<file path="src/design/nearby_vehicle_proximity_table_unit_defines.svh">
// Assertion macros shared by the proximity table modules.
// Each macro expects clk_i and rst_ni in the scope where it is used.
`ifndef NEARBY_VEHICLE_PROXIMITY_TABLE_UNIT_DEFINES_SVH
`define NEARBY_VEHICLE_PROXIMITY_TABLE_UNIT_DEFINES_SVH

// Same-cycle implication.
`define NVP_ASSERT_IMP(label, ante, cons, msg) \
  label: assert property (@(posedge clk_i) disable iff (!rst_ni) (ante) |-> (cons)) \
    else $error(msg);

// Next-cycle implication.
`define NVP_ASSERT_NEXT(label, ante, cons, msg) \
  label: assert property (@(posedge clk_i) disable iff (!rst_ni) (ante) |=> (cons)) \
    else $error(msg);

`endif

</file>
<file path="src/design/nvpt_pkg.sv">
`timescale 1ns / 1ps

package nvpt_pkg;

  // Operation codes carried in tuser.
  localparam logic OP_REPORT = 1'b0;
  localparam logic OP_SWEEP  = 1'b1;

  // Configuration register indexes.
  localparam logic [1:0] CFG_NEAR_LIMIT = 2'd0;
  localparam logic [1:0] CFG_FAR_LIMIT  = 2'd1;
  localparam logic [1:0] CFG_STALE_TMO  = 2'd2;

  // Alert levels.
  localparam logic [1:0] ALERT_NEAR = 2'd0;
  localparam logic [1:0] ALERT_MID  = 2'd1;
  localparam logic [1:0] ALERT_FAR  = 2'd2;

  // Minimum reported when no occupied entry is nearer.
  localparam logic [23:0] NO_VEHICLE_DIST = 24'd10000000;

  // Reset values of the configuration registers.
  localparam logic [23:0] NEAR_LIMIT_RST = 24'd50;
  localparam logic [23:0] FAR_LIMIT_RST  = 24'd100;
  localparam logic [31:0] STALE_TMO_RST  = 32'd12000;

  typedef struct packed {
    logic [7:0]  id;
    logic [23:0] distance;
    logic [31:0] seen;
  } entry_t;

  // Commands from the controller to the datapath.
  typedef struct packed {
    logic start;  // capture the input item, reset accumulators
    logic rd_en;  // read one table entry
    logic fold;   // apply the report write and fold its distance into the minimum
    logic emit;   // load the result register
  } cmd_t;

  // Status from the datapath to the controller.
  typedef struct packed {
    logic out_free;  // result register can take a new result this cycle
  } sts_t;

endpackage

</file>
<file path="src/design/nvpt_ctrl.sv">
`timescale 1ns / 1ps
`include "nearby_vehicle_proximity_table_unit_defines.svh"

module nvpt_ctrl
  import nvpt_pkg::*;
#(
  parameter int unsigned TABLE_ENTRIES = 8,
  localparam int unsigned IDX_W = (TABLE_ENTRIES > 1) ? $clog2(TABLE_ENTRIES) : 1
) (
  input  logic             clk_i,
  input  logic             rst_ni,
  input  logic             in_valid_i,
  output logic             in_ready_o,
  input  sts_t             sts_i,
  output cmd_t             cmd_o,
  output logic [IDX_W-1:0] rd_addr_o
);

  typedef enum logic [4:0] {
    ST_IDLE  = 5'b00001,
    ST_SCAN  = 5'b00010,
    ST_DRAIN = 5'b00100,
    ST_FOLD  = 5'b01000,
    ST_EMIT  = 5'b10000
  } state_e;

  localparam logic [IDX_W-1:0] LAST_IDX = IDX_W'(TABLE_ENTRIES - 1);

  state_e           state_q, state_d;
  logic [IDX_W-1:0] cnt_q, cnt_d;

  always_comb begin
    state_d   = state_q;
    cnt_d     = cnt_q;
    cmd_o     = '0;
    in_ready_o = 1'b0;
    case (state_q)
      ST_IDLE: begin
        in_ready_o = 1'b1;
        if (in_valid_i) begin
          cmd_o.start = 1'b1;
          cnt_d       = '0;
          state_d     = ST_SCAN;
        end
      end
      ST_SCAN: begin
        cmd_o.rd_en = 1'b1;
        if (cnt_q == LAST_IDX) begin
          state_d = ST_DRAIN;
        end else begin
          cnt_d = cnt_q + IDX_W'(1);
        end
      end
      ST_DRAIN: begin
        state_d = ST_FOLD;
      end
      ST_FOLD: begin
        cmd_o.fold = 1'b1;
        state_d    = ST_EMIT;
      end
      ST_EMIT: begin
        if (sts_i.out_free) begin
          cmd_o.emit = 1'b1;
          state_d    = ST_IDLE;
        end
      end
      default: begin
        state_d = ST_IDLE;
      end
    endcase
  end

  assign rd_addr_o = cnt_q;

  always_ff @(posedge clk_i or negedge rst_ni) begin
    if (!rst_ni) begin
      state_q <= ST_IDLE;
      cnt_q   <= '0;
    end else begin
      state_q <= state_d;
      cnt_q   <= cnt_d;
    end
  end

  `NVP_ASSERT_NEXT(a_accept_starts_scan, in_valid_i && in_ready_o, state_q == ST_SCAN, "accepted item did not start a scan")
  `NVP_ASSERT_IMP(a_emit_only_when_free, cmd_o.emit, sts_i.out_free, "result issued while result register busy")

endmodule

</file>
<file path="src/design/nvpt_datapath.sv">
`timescale 1ns / 1ps
`include "nearby_vehicle_proximity_table_unit_defines.svh"

module nvpt_datapath
  import nvpt_pkg::*;
#(
  parameter int unsigned TABLE_ENTRIES = 8,
  localparam int unsigned IDX_W = (TABLE_ENTRIES > 1) ? $clog2(TABLE_ENTRIES) : 1
) (
  input  logic             clk_i,
  input  logic             rst_ni,
  input  logic             cfg_we_i,
  input  logic [1:0]       cfg_idx_i,
  input  logic [31:0]      cfg_data_i,
  input  logic [63:0]      in_data_i,
  input  logic             in_user_i,
  input  cmd_t             cmd_i,
  input  logic [IDX_W-1:0] rd_addr_i,
  output sts_t             sts_o,
  output logic             out_valid_o,
  input  logic             out_ready_i,
  output logic [31:0]      out_data_o
);

  // Configuration registers.
  logic [23:0] near_q, far_q;
  logic [31:0] tmo_q;

  always_ff @(posedge clk_i or negedge rst_ni) begin
    if (!rst_ni) begin
      near_q <= NEAR_LIMIT_RST;
      far_q  <= FAR_LIMIT_RST;
      tmo_q  <= STALE_TMO_RST;
    end else if (cfg_we_i) begin
      case (cfg_idx_i)
        CFG_NEAR_LIMIT: near_q <= cfg_data_i[23:0];
        CFG_FAR_LIMIT:  far_q  <= cfg_data_i[23:0];
        CFG_STALE_TMO:  tmo_q  <= cfg_data_i;
        default: ;
      endcase
    end
  end

  // Captured input item.
  logic        op_q;
  logic [31:0] now_q;
  logic [7:0]  vid_q;
  logic [23:0] dist_q;

  always_ff @(posedge clk_i) begin
    if (cmd_i.start) begin
      op_q   <= in_user_i;
      now_q  <= in_data_i[31:0];
      vid_q  <= in_data_i[39:32];
      dist_q <= in_data_i[63:40];
    end
  end

  // Entry storage; occupancy lives in the valid flops, so the array needs no reset.
  entry_t                   mem_q [TABLE_ENTRIES];
  logic [TABLE_ENTRIES-1:0] valid_q;
  entry_t                   rd_q;
  logic                     rd_vld_q;
  logic [IDX_W-1:0]         rd_idx_q;
  logic                     eval_q;

  logic             wr_en;
  logic [IDX_W-1:0] wr_addr;

  always_ff @(posedge clk_i) begin
    if (cmd_i.rd_en) begin
      rd_q <= mem_q[rd_addr_i];
    end
    if (wr_en) begin
      mem_q[wr_addr] <= '{id: vid_q, distance: dist_q, seen: now_q};
    end
  end

  always_ff @(posedge clk_i) begin
    if (cmd_i.rd_en) begin
      rd_vld_q <= valid_q[rd_addr_i];
      rd_idx_q <= rd_addr_i;
    end
  end

  logic [23:0]      min_q, min_d;
  logic             match_q, free_q;
  logic [IDX_W-1:0] match_idx_q, free_idx_q;
  logic             dropped_q;
  logic             is_new_report;

  // Scan evaluation of the entry read in the previous cycle.
  logic [31:0] age;
  logic        hit, stale, lower;

  always_comb begin
    age   = now_q - rd_q.seen;
    hit   = eval_q && rd_vld_q && (op_q == OP_REPORT) && (rd_q.id == vid_q);
    stale = eval_q && rd_vld_q && (op_q == OP_SWEEP) && (age > tmo_q);
    lower = eval_q && rd_vld_q && !hit && !stale && (rd_q.distance < min_q);
  end

  // Ids in the table are unique, so excluding every match excludes exactly the entry rewritten.
  assign is_new_report = (op_q == OP_REPORT) && (vid_q != 8'd0);
  assign wr_en   = cmd_i.fold && is_new_report && (match_q || free_q);
  assign wr_addr = match_q ? match_idx_q : free_idx_q;

  always_comb begin
    min_d = min_q;
    if (cmd_i.start) begin
      min_d = NO_VEHICLE_DIST;
    end else if (lower) begin
      min_d = rd_q.distance;
    end else if (wr_en && (dist_q < min_q)) begin
      min_d = dist_q;
    end
  end

  always_ff @(posedge clk_i or negedge rst_ni) begin
    if (!rst_ni) begin
      valid_q <= '0;
      eval_q  <= 1'b0;
    end else begin
      eval_q <= cmd_i.rd_en;
      if (stale) begin
        valid_q[rd_idx_q] <= 1'b0;
      end
      if (wr_en) begin
        valid_q[wr_addr] <= 1'b1;
      end
    end
  end

  always_ff @(posedge clk_i) begin
    min_q <= min_d;
    if (cmd_i.start) begin
      match_q <= 1'b0;
      free_q  <= 1'b0;
    end else begin
      if (hit && !match_q) begin
        match_q     <= 1'b1;
        match_idx_q <= rd_idx_q;
      end
      if (eval_q && !rd_vld_q && !free_q) begin
        free_q     <= 1'b1;
        free_idx_q <= rd_idx_q;
      end
    end
    if (cmd_i.fold) begin
      dropped_q <= is_new_report && !match_q && !free_q;
    end
  end

  // Result register.
  logic        out_vld_q;
  logic [23:0] out_min_q;
  logic [1:0]  out_alert_q;
  logic        out_drop_q;
  logic [1:0]  alert;

  always_comb begin
    if (min_q < near_q) begin
      alert = ALERT_NEAR;
    end else if (min_q <= far_q) begin
      alert = ALERT_MID;
    end else begin
      alert = ALERT_FAR;
    end
  end

  assign sts_o.out_free = !out_vld_q || out_ready_i;

  always_ff @(posedge clk_i or negedge rst_ni) begin
    if (!rst_ni) begin
      out_vld_q <= 1'b0;
    end else if (cmd_i.emit) begin
      out_vld_q <= 1'b1;
    end else if (out_ready_i) begin
      out_vld_q <= 1'b0;
    end
  end

  always_ff @(posedge clk_i) begin
    if (cmd_i.emit) begin
      out_min_q   <= min_q;
      out_alert_q <= alert;
      out_drop_q  <= dropped_q;
    end
  end

  assign out_valid_o = out_vld_q;
  assign out_data_o  = {5'd0, out_drop_q, out_alert_q, out_min_q};

  `NVP_ASSERT_IMP(a_write_nonzero_id, wr_en, vid_q != 8'd0, "table write with empty id")
  `NVP_ASSERT_IMP(a_drop_only_report, cmd_i.emit && dropped_q, op_q == OP_REPORT, "sweep flagged as dropped")
  `NVP_ASSERT_IMP(a_no_clear_and_write, stale, !wr_en, "entry cleared and written in one cycle")
  `NVP_ASSERT_IMP(a_alert_legal, out_vld_q, out_alert_q != 2'd3, "illegal alert level")

endmodule

</file>
<file path="src/design/nearby_vehicle_proximity_table_unit.sv">
`timescale 1ns / 1ps
// A result enters the result register after the scan, drain and fold states, once it is
// free; only then is a new item taken, at a pace set by the single read port of the entry
// table, which is scanned one entry per cycle.
// Reset (rst_ni, asynchronous, active low) empties the table and loads the limits
// with 50, 100 and 12000; no clearing pass follows.

module nearby_vehicle_proximity_table_unit
  import nvpt_pkg::*;
#(
  parameter int unsigned TABLE_ENTRIES = 8
) (
  input  logic        clk_i,
  input  logic        rst_ni,

  // Configuration writes: index 0 near_limit, 1 far_limit, 2 stale_timeout_ms.
  input  logic        cfg_we_i,
  input  logic [1:0]  cfg_idx_i,
  input  logic [31:0] cfg_data_i,

  input  logic        s_axis_tvalid,
  output logic        s_axis_tready,
  input  logic [63:0] s_axis_tdata,   // now_ms[31:0], vehicle_id[39:32], distance[63:40]
  input  logic        s_axis_tuser,   // op (0 report, 1 sweep)

  output logic        m_axis_tvalid,
  input  logic        m_axis_tready,
  output logic [31:0] m_axis_tdata    // min_distance[23:0], alert_level[25:24], dropped[26]
);

  localparam int unsigned IDX_W = (TABLE_ENTRIES > 1) ? $clog2(TABLE_ENTRIES) : 1;

  cmd_t             cmd;
  sts_t             sts;
  logic [IDX_W-1:0] rd_addr;

  // The controller walks the table once per item: every entry is read, a report finds
  // its matching or first empty entry, a sweep clears aged entries, and the minimum
  // distance is gathered on the way. The report write and the result follow the scan.
  nvpt_ctrl #(
    .TABLE_ENTRIES(TABLE_ENTRIES)
  ) u_ctrl (
    .clk_i     (clk_i),
    .rst_ni    (rst_ni),
    .in_valid_i(s_axis_tvalid),
    .in_ready_o(s_axis_tready),
    .sts_i     (sts),
    .cmd_o     (cmd),
    .rd_addr_o (rd_addr)
  );

  // The datapath holds the table, the limits and a result register, so the result of
  // one transaction can wait for the sink while the next item is already taken in.
  nvpt_datapath #(
    .TABLE_ENTRIES(TABLE_ENTRIES)
  ) u_datapath (
    .clk_i      (clk_i),
    .rst_ni     (rst_ni),
    .cfg_we_i   (cfg_we_i),
    .cfg_idx_i  (cfg_idx_i),
    .cfg_data_i (cfg_data_i),
    .in_data_i  (s_axis_tdata),
    .in_user_i  (s_axis_tuser),
    .cmd_i      (cmd),
    .rd_addr_i  (rd_addr),
    .sts_o      (sts),
    .out_valid_o(m_axis_tvalid),
    .out_ready_i(m_axis_tready),
    .out_data_o (m_axis_tdata)
  );

endmodule
</file>
<file path="config.mk">
export PLATFORM = sky130hd
export DESIGN_NAME = nearby_vehicle_proximity_table_unit
export DESIGN_NICKNAME = d
export VERILOG_FILES = /design/src/design/nvpt_pkg.sv /design/src/design/nvpt_ctrl.sv /design/src/design/nvpt_datapath.sv /design/src/design/nearby_vehicle_proximity_table_unit.sv
export VERILOG_INCLUDE_DIRS = /design/src /design/src/design
export SDC_FILE = /design/constraint.sdc
export NUM_CORES = 1
export LEC_CHECK = 0
export BUFFER_PORTS_ARGS = -buffer_cell sky130_fd_sc_hd__clkbuf_2
export CORE_ASPECT_RATIO = 0.5
export CORE_MARGIN = 2
export CORE_UTILIZATION = 45
export DETAILED_ROUTE_END_ITERATION = 8
export PLACE_DENSITY = 0.63
export SYNTH_ARGS = -nofsm -noshare
export SYNTH_HDL_FRONTEND = slang
export SYNTH_SLANG_ARGS = --single-unit
</file>
<file path="constraint.sdc">
create_clock -name clk_i -period 8.1 [get_ports clk_i]
set_clock_uncertainty 0.05 [all_clocks]
set_input_delay 2.025 -clock clk_i [delete_from_list [all_inputs] [get_ports clk_i]]
set_output_delay 2.025 -clock clk_i [all_outputs]
set_load 0.01 [all_outputs]
</file>
[Yosys cells after proc, flatten, opt, wreduce, memory -nomap -nowiden]
Memories as Yosys holds them, arrays and structs flattened. A register that Yosys moved wholly into a read port is not among the register bits.
Cells that the tools add are included.
Storage, ports and cells
  input bits: 104
  memories: 1
  RAM bits: 512
  word-level logic and storage cells: 123
  flip-flop bits (word level): 227
  output and inout bits: 34
Memories
  u_datapath.mem_q: words 8, bits a word 64, rd ports 1, clocked after Yosys merged registers in 1, wr ports 1, line nvpt_datapath.sv:60  | entry_t mem_q [TABLE_ENTRIES];
Cells by class
  order comparisons: 10
  add/subtract/negate cells: 2
  bitwise logic cells: 5
  eq/ne operators: 13
  reduce and logical (&&, ||, !) cells: 39
  mux-type cells: 30
Operators with widths (number)
  < comparator 24 bit: 3
  two-way mux 24 bit: 2
  > comparator 32 bit: 1
  subtractor 32 bit: 1
  one-hot mux 5 bit (5 select lines): 1
  less-or-equal comparator 24 bit: 1
  logical AND 1 bit: 19
  two-way mux 8 bit: 2
  two-way mux 5 bit: 3
  two-way mux 1 bit: 14
  < comparator 3 x 4 -> 1 bit (second input constant): 3
  AND reduction 2 bit: 5
  two-way mux 3 bit: 3
  AND 8 bit: 1
  equality test 8 bit: 1
  inverter 8 bit: 1
  OR 8 bit: 1
  nonzero test 8 bit: 1
  demux 1 bit (select 3 bit): 2
  greater-or-equal comparator 3 x 1 -> 1 bit (second input constant): 2
  zero test 1 bit: 6
  inequality test 2 bit (second input constant): 3
  one-hot mux 3 bit (2 select lines): 1
  AND reduction 3 bit: 2
  16 further kinds: 20

[Longest topological paths before layout]
Gate-level depths: netlist of the first run.
  word-level depth: 9
  mapped depth: 23
  gate-level depth less buffers: 22

[Modules after synthesis]
Synthesis of the first run repeated with hierarchy kept, for this count alone.
Unflattened totals
  cells, all modules: 1980
  area total of the unflattened synthesis: 34159.0 um2
By module, submodules not included
  nvpt_datapath: cells each 1940, instances 1, sequential area each 23178.5 um2, area an instance 33706.1 um2
  nvpt_ctrl: cells each 40, instances 1, sequential area each 201.4 um2, area an instance 452.9 um2

[Least setup slack after synthesis of the first run]
OpenSTA, ideal clock, no wires.
  kind: input to register
  start: input port s_axis_tvalid
  end: register u_datapath.match_idx_q[0], enable pin
  path slack: 3111 ps
  path buffers: 1
  data required time: 7649 ps
  arrival time: 4538 ps
  library setup time: 401 ps
  stages: 3
  path through: and2_1 > buf_1 > nor3_1
RTL lines
  start: declaration: line nearby_vehicle_proximity_table_unit.sv:21  | input logic s_axis_tvalid,
  end signal: assignment: line nvpt_datapath.sv:142  | match_idx_q <= rd_idx_q;
  end: declaration: line nvpt_datapath.sv:88  | logic [IDX_W-1:0] match_idx_q, free_idx_q;

[Worst setup path after layout of the first run]
  start: register u_datapath.now_q[0]
  end: register u_datapath.min_q[9]
On the way
  word-level cells in the longest chain between the ends: 7
  elaborated cells on any way between the ends: 8
  those cells by class: 1 x add/sub; 1 x order compare; 1 x mux; 5 x reduce/logical
RTL lines
  start: declaration: line nvpt_datapath.sv:46  | logic [31:0] now_q;
  start signal: assignment: line nvpt_datapath.sv:53  | now_q <= in_data_i[31:0];
  subtractor 32 bit *: line nvpt_datapath.sv:97  | age = now_q - rd_q.seen;
  > comparator 32 bit *: line nvpt_datapath.sv:99  | stale = eval_q && rd_vld_q && (op_q == OP_SWEEP) && (age > tmo_q);
  logical AND 1 bit *: line nvpt_datapath.sv:99
  zero test 1 bit *: line nvpt_datapath.sv:100  | lower = eval_q && rd_vld_q && !hit && !stale && (rd_q.distance < min_q);
  logical AND 1 bit * (2 in a row): line nvpt_datapath.sv:100
  two-way mux 24 bit / nonzero test 2 bit (equally long branches)
  end signal: assignment: line nvpt_datapath.sv:135  | min_q <= min_d;
  end: declaration: line nvpt_datapath.sv:86  | logic [23:0] min_q, min_d;
Mark *: on every way between the ends. The rest lies on a longest branch, timed or not.
A chain may end at the register's enable or synchronous reset.

==> results.py, run 1 <==
metrics = {
    "status": {
        "status": "completed",
    },
    "routing": {
        "vias_per_cell": 5.40,
        "wl_per_cell_um": 23.1,
        "initialDrtViolationCount": 1517,
        "first_pass_iters": 5,
        "detail_route.wirelength_um": 74600,
        "post-route-drc-count": 0,
        "detail-route-antenna-nets": 0,
        "num_vias": 17400,
    },
    "sta": {
        "final.setup.tns_ps": 0,
        "slew-limit-headroom": 0.211,
        "min_period_ps": 5690,
        "timing.final.max_slew_violations": 0,
        "rsz_0062_raised_after_global_routing": "no",
        "finalHoldViolations": 0,
        "setup_viol": 0,
        "max_slew.worst_pin.slew_ps": 1180,
        "fmaxAchievable_mhz": 176,
        "layout_setup_ws_ps": 2410,
        "post-route-period-util": 0.702,
    },
    "critical_path": {
        "crit_path_max_fanout": 14,
        "r2r.worst_path.cells": 20,
        "cp_cell_sequence": "inv_1, ha_1, inv_1, fa_1, a21o_1, nand4_1, a2111oi_2, o22ai_2, o211ai_2, a41o_1, a221o_1, a21oi_1, xnor2_1, ha_1, nand4_1, nor4_1, a221oi_4, o21ai_4, nor2b_1, a21oi_1",
        "timing.rr.end": "u_datapath.min_q[9]$_SDFFE_PP1P_",
        "critical_setup_path_kind": "register to register",
        "worst_path_largest_cell_delay_ps": 630,
        "crit_slowest_cell": "nor4_1",
        "rr_startpoint": "u_datapath.now_q[0]$_DFFE_PP_",
        "crit_buf_inv": 2,
        "cp_data_arrival_time_ps": 6100,
        "timing.critical_path.from": "u_datapath.now_q[0]$_DFFE_PP_",
        "critPathCaptureType": "register",
        "cp-start-kind": "register",
        "crit_required_ps": 8510,
        "r2r_setup_slack_ps": 2410,
        "path_delay_family": "compound AO/OA/AOI/OAI gates",
    },
    "clocking": {
        "post_cts_buffers": 0,
        "clkTransAtPathRegs_ps": 60,
        "post_cts_hold_buffer_count": 0,
        "htreeDepth": 3,
        "clock_latency_ps": 630,
        "ctsRootBufferMaster": "clkbuf_16",
        "numCtsBuffers": 73,
        "cts_sinks": 803,
        "buffer_depth_of_the_longest_clock_path": 3,
        "cts_tree": "yes",
        "cts_repair_resize_count": 0,
    },
    "run": {
        "max_cap_viol_count": 0,
    },
    "global_route": {
        "antenna_found_initial": 3,
        "grt_use_total": 0.196,
        "grt_pass1_wl_um": 112000,
        "maximum_number_of_pins_on_one_net_before_global_route_repair": 59,
        "first_global_vias": 17700,
        "grt_remaining_overflow": 0,
    },
    "floorplanning": {
        "dieArea_um2": 77800,
        "top_level_ports": 138,
        "floorplan.initialDensity": 0.453,
        "die_y_um": 198,
        "chipWidth_um": 393,
        "fp.coreArea_um2": 75000,
        "std_cell_rows": 71,
    },
    "layout": {
        "layout.nets": 2405,
        "layout-drive-gt1-share": 0.261,
        "area_growth_syn_to_layout_pct": 13.0,
        "layout.cell_area.non_filler_um2": 38400,
        "final_core_util": 0.512,
    },
    "placed_design": {
        "dp_hpwl_um": 45600,
        "routabilityCongestion": 0.866,
        "dp_worst_setup_slack_ps": 2440,
        "placedInstanceArea_um2": 35900,
        "io_buffers": 132,
    },
    "synth": {
        "netlist_instances": 1969,
        "synth_top_cells_by_count": "edfxtp_1, ha_1, inv_1",
        "postSynth.topFlopCell": "edfxtp_1",
        "synth_enable_flop_cells": 679,
        "total_standard_cell_area_after_synthesis_um2": 34000,
        "avgSynthCellArea_um2": 17.3,
        "ys_seq_area_frac": 0.688,
        "synth_warn": 0,
        "synth.lib_cells_used.distinct": 69,
        "netlist.top_cell.by_area": "edfxtp_1",
        "post_synth_main_area_contributors": "edfxtp_1, mux4_2, dfrtp_1, ha_1, mux2_2",
        "synth.most_common_cell": "edfxtp_1",
        "synth-seq-cells": 803,
        "post-synth-top-area-fraction": 0.600,
        "async_flop_share": 0.122,
    },
    "power": {
        "power_density_nw_per_um2": 308,
        "worst_ir_drop_vdd_uv": 138,
        "design_power_mw": 11.8,
        "static-leakage-power_nw": 14.0,
    },
    "hold_path": {
        "timing.hold.worst.class": "register to register",
        "worstHoldEndpoint": "u_datapath.out_drop_q$_DFFE_PP_",
        "min-delay-start": "u_datapath.dropped_q$_DFFE_PP_",
        "worst_hold_path.num_cells": 0,
    },
}
[cells in the final DEF (no fill, tap or decap), types with 61 or more instances in the layout]
cell type	n
dfrtp_1	81
mux2_2	123
edfxtp_1	679
clkbuf_16	75
a21oi_1	61
clkbuf_2	131
mux4_2	130
ha_1	158
a21o_1	61
inv_1	144
[sequential cells by signal, indices dropped and copies added, names as in the netlist, 2 cells and up]
name	cells
u_datapath.free_idx_q	3
u_datapath.tmo_q	32
u_datapath.match_idx_q	3
u_datapath.out_min_q	24
u_ctrl.rd_addr_o	3
u_datapath.mem_q	512
u_datapath.rd_q	64
u_datapath.now_q	32
u_datapath.valid_q	8
u_datapath.min_q	24
u_ctrl.state_q	5
u_datapath.rd_idx_q	3
u_datapath.dist_q	24
u_datapath.out_alert_q	2
u_datapath.vid_q	8
u_datapath.far_q	24
u_datapath.near_q	24
[area by class of cell]
type	count	area (µm²)
inverter	145	546
multi-input combinational	960	9870
antenna	3	7.51
timing repair buffer	159	866
clock buffer	96	2020
clock inverter	36	398
sequential	803	23400
fill	6187	36600
tap	1022	1280
[where the power goes]
group | internal (mW) | switching (mW)
combinational | 1.37 | 1.48
clock | 2.02 | 1.52
sequential | 5.01 | 0.431
[logic make-up (layout without fill, tap and decap cells)]
kind of cell             Yosys count  in the layout  synth area share
buffers and inverters            210            436            0.0242
AO/OA/AOI/OAI                    266            266            0.0540
multiplexers                     270            270             0.132
flip-flops                       803            803             0.688
AND/OR/NAND/NOR                  223            223            0.0330
other                              1              8          0.000110
XOR/XNOR                          37             37           0.00954
adder cells (fa/ha/maj)          159            159            0.0588
[per-stage QoR]
| stage | hold WS (ps) | cells |
|---|---|---|
| floorplan | 350 | 1973 |
| global placement | 356 | 3089 |
| detailed placement | 355 | 3089 |
| CTS | 370 | 3221 |
| global route | 374 | 3224 |
| finish | 370 | 3224 |
[worst max path at each step]
stage | to | slack (ps) | cells after the start
2_1_floorplan | u_datapath.match_idx_q[0]$_DFFE_PP_ | 3110 | 3
3_3_place_gp | u_datapath.min_q[19]$_SDFFE_PP1P_ | 2640 | 20
3_5_place_dp | u_datapath.min_q[20]$_SDFFE_PP1P_ | 2440 | 20
4_1_cts | u_datapath.min_q[9]$_SDFFE_PP1P_ | 2410 | 20
5_1_grt | u_datapath.min_q[12]$_SDFFE_PP1P_ | 1920 | 20
6_report | u_datapath.min_q[9]$_SDFFE_PP1P_ | 2410 | 20
[per-layer routing]
layer,vias to the layer above,GRT usage,share of wire
met2,378,0.309,0.47
met5,-,0,0
met1,8954,0.282,0.46
met3,96,0.0389,0.048
li1,7994,-,-
met4,0,0.0477,0.021
No activity file was read; power rests on OpenSTA's default activity.
==> inputs of run 2 (changes only) <==
==> constraint.sdc (replaced) <==
create_clock -name clk_i -period 5.25 [get_ports clk_i]
set_clock_uncertainty 0.05 [all_clocks]
set_input_delay 1.3125 -clock clk_i [delete_from_list [all_inputs] [get_ports clk_i]]
set_output_delay 1.3125 -clock clk_i [all_outputs]
set_load 0.01 [all_outputs]
==> run 2 against run 1 <==
Effect of this change:
- setup slack got worse by 2000 ps
- die area stayed put
- first-iteration DRC count increased by 1.5%
- non-clock buffer count up 8
- design area is 0.51% higher
- sequential share of layout area down 0.31 points
- sequential cell count unchanged
- critical path depth rose by 3
- global-route usage shrank 0.058 points
- largest power group unchanged
- highest routed layer unchanged
==> results.py, run 2 (synthesis gave the netlist of run 1 again) <==
metrics = {
    "hold_path": {
        "min-delay-start": "u_datapath.dropped_q$_DFFE_PP_",
        "worst_hold_path.num_cells": 0,
        "timing.hold.worst.class": "register to register",
        "worstHoldEndpoint": "u_datapath.out_drop_q$_DFFE_PP_",
    },
    "floorplanning": {
        "std_cell_rows": 71,
        "dieArea_um2": 77800,
        "die_y_um": 198,
        "chipWidth_um": 393,
        "top_level_ports": 138,
        "floorplan.initialDensity": 0.453,
        "fp.coreArea_um2": 75000,
    },
    "critical_path": {
        "rr_startpoint": "u_datapath.now_q[0]$_DFFE_PP_",
        "crit_buf_inv": 4,
        "crit_required_ps": 5750,
        "cp-start-kind": "register",
        "r2r_setup_slack_ps": 390,
        "critPathCaptureType": "register",
        "critical-path-top-cell-by-count": "nand4_1",
        "crit_slowest_cell": "edfxtp_1",
        "path_delay_family": "compound AO/OA/AOI/OAI gates",
        "crit_path_max_fanout": 40,
        "cp_data_arrival_time_ps": 5360,
        "worst_path_largest_cell_delay_ps": 390,
        "r2r.worst_path.cells": 23,
        "cp_cell_sequence": "inv_1, ha_1, inv_1, fa_1, a21o_1, nand4_1, a2111oi_2, o22ai_2, o211ai_2, a41o_1, a221o_1, a21oi_1, xnor2_1, ha_1, nand4_1, nor4_2, buf_4, nand3_1, nand4_1, o21ai_4, buf_12, nor2_1, a211oi_2",
        "critical_setup_path_kind": "register to register",
        "timing.rr.end": "u_datapath.min_q[8]$_SDFFE_PP0P_",
    },
    "clocking": {
        "clock_latency_ps": 640,
        "cts_sinks": 803,
        "post_cts_hold_buffer_count": 0,
        "cts_tree": "yes",
        "htreeDepth": 3,
        "buffer_depth_of_the_longest_clock_path": 3,
        "ctsRootBufferMaster": "clkbuf_16",
        "clkTransAtPathRegs_ps": 60,
        "numCtsBuffers": 73,
    },
    "power": {
        "p_seq_frac": 0.461,
        "switching_fraction": 0.289,
        "worst_ir_drop_vdd_uv": 333,
        "power_density_nw_per_um2": 473,
        "clock_power_share": 0.298,
        "combinationalPowerShare": 0.241,
        "static-leakage-power_nw": 14.1,
        "p_int_mw": 13.0,
        "netSwitchingPower_mw": 5.27,
    },
    "layout": {
        "final_core_util": 0.514,
        "layout.nets": 2413,
        "fin_cells": 3228,
        "largest_register_ff_count": 512,
        "layout-drive-gt1-share": 0.263,
        "reg_top3": "u_datapath.mem_q: 512 flops, u_datapath.rd_q: 64 flops",
        "layout.cells.most_common_list": "edfxtp_1, ha_1, inv_1",
        "regMostFlops": "u_datapath.mem_q",
        "mostFrequentLayoutCell": "edfxtp_1",
        "area_growth_syn_to_layout_pct": 13.5,
    },
    "sta": {
        "setup_viol": 0,
        "slew-limit-headroom": 0.200,
        "rsz_0062_raised_after_global_routing": "no",
        "fmaxAchievable_mhz": 206,
        "max_slew.worst_pin.slew_ps": 1190,
        "timing.final.max_slew_violations": 0,
        "final.setup.tns_ps": 0,
        "post-route-period-util": 0.925,
        "finalHoldViolations": 0,
        "min_period_ps": 4860,
    },
    "global_route": {
        "first_global_vias": 17500,
        "antenna_found_initial": 5,
        "grt_remaining_overflow": 0,
        "grt_use_total": 0.196,
        "maximum_number_of_pins_on_one_net_before_global_route_repair": 89,
        "grt_pass1_wl_um": 112000,
    },
    "run": {
        "max_cap_viol_count": 0,
    },
    "routing": {
        "num_vias": 17600,
        "vias_per_cell": 5.46,
        "wl_per_cell_um": 23.2,
        "initialDrtViolationCount": 1540,
        "post-route-drc-count": 0,
        "first_pass_iters": 5,
        "detail-route-antenna-nets": 0,
        "detail_route.wirelength_um": 75000,
    },
    "placed_design": {
        "dp.cells": 3095,
        "dp_hpwl_um": 46700,
        "routabilityCongestion": 0.834,
        "io_buffers": 132,
    },
    "status": {
        "status": "completed",
    },
}
==> run 2: how the worst max path moves through the flow <==
stage / from / end / slack [ps] / cells after the start
floorplan: u_datapath.now_q[0]$_DFFE_PP_ / u_datapath.min_q[14]$_SDFFE_PP0P_ / 630 / 22
global placement: u_datapath.now_q[0]$_DFFE_PP_ / u_datapath.min_q[19]$_SDFFE_PP1P_ / 300 / 22
detailed placement: u_datapath.now_q[0]$_DFFE_PP_ / u_datapath.min_q[12]$_SDFFE_PP1P_ / 230 / 22
CTS: u_datapath.now_q[0]$_DFFE_PP_ / u_datapath.min_q[12]$_SDFFE_PP1P_ / 160 / 22
global route: u_datapath.now_q[0]$_DFFE_PP_ / u_datapath.min_q[16]$_SDFFE_PP0P_ / 10 / 23
finish: u_datapath.now_q[0]$_DFFE_PP_ / u_datapath.min_q[8]$_SDFFE_PP0P_ / 390 / 23
==> run 2: metrics by stage <==
| step | total power, mW | cell area [µm²] | setup slack, ps | hold WS [ps] |
|---|---|---|---|---|
| 6_report | 18.2 | 38600 | 392 | 445 |
| 5_1_grt | 19.2 | 38600 | 13.7 | 443 |
| 4_1_cts | 18.4 | 38500 | 157 | 429 |
| 3_5_place_dp | 13.0 | 36100 | 229 | 417 |
| 3_3_place_gp | 12.9 | 36100 | 298 | 415 |
| 2_1_floorplan | 11.6 | 34000 | 626 | 350 |
==> run 2: final cells by class <==
cell class / instances / area [µm²]
Tap cell: 1022 / 1280
Timing Repair Buffer: 167 / 1050
Sequential cell: 803 / 23400
Fill cell: 6115 / 36400
Inverter: 145 / 546
Multi-Input combinational cell: 960 / 9890
Antenna cell: 4 / 10.0
Clock buffer: 96 / 2060
Clock inverter: 31 / 340
==> run 2: power groups by stage <==
stage | logic [mW] | clock network (mW) | registers, mW
after floorplan | 3.47 | 0 | 8.16
after global placement | 4.35 | 0 | 8.52
after detailed placement | 4.42 | 0 | 8.54
after CTS | 4.45 | 5.55 | 8.41
after global routing | 4.94 | 5.79 | 8.49
final | 4.40 | 5.44 | 8.41
==> run 2: routing by layer <==
layer	track usage	vias up	part of all wire	routed length, µm
li1	-	8017	-	-
met1	0.276	9094	0.46	34300
met2	0.309	383	0.47	35300
met3	0.0361	118	0.046	3460
met4	0.0634	0	0.027	2010
met5	0	-	0	0
==> run 2: what timing repair did <==
action,CTS,global route
setup buffers,0,2
gates resized for setup,0,8
setup endpoints to repair,0,25
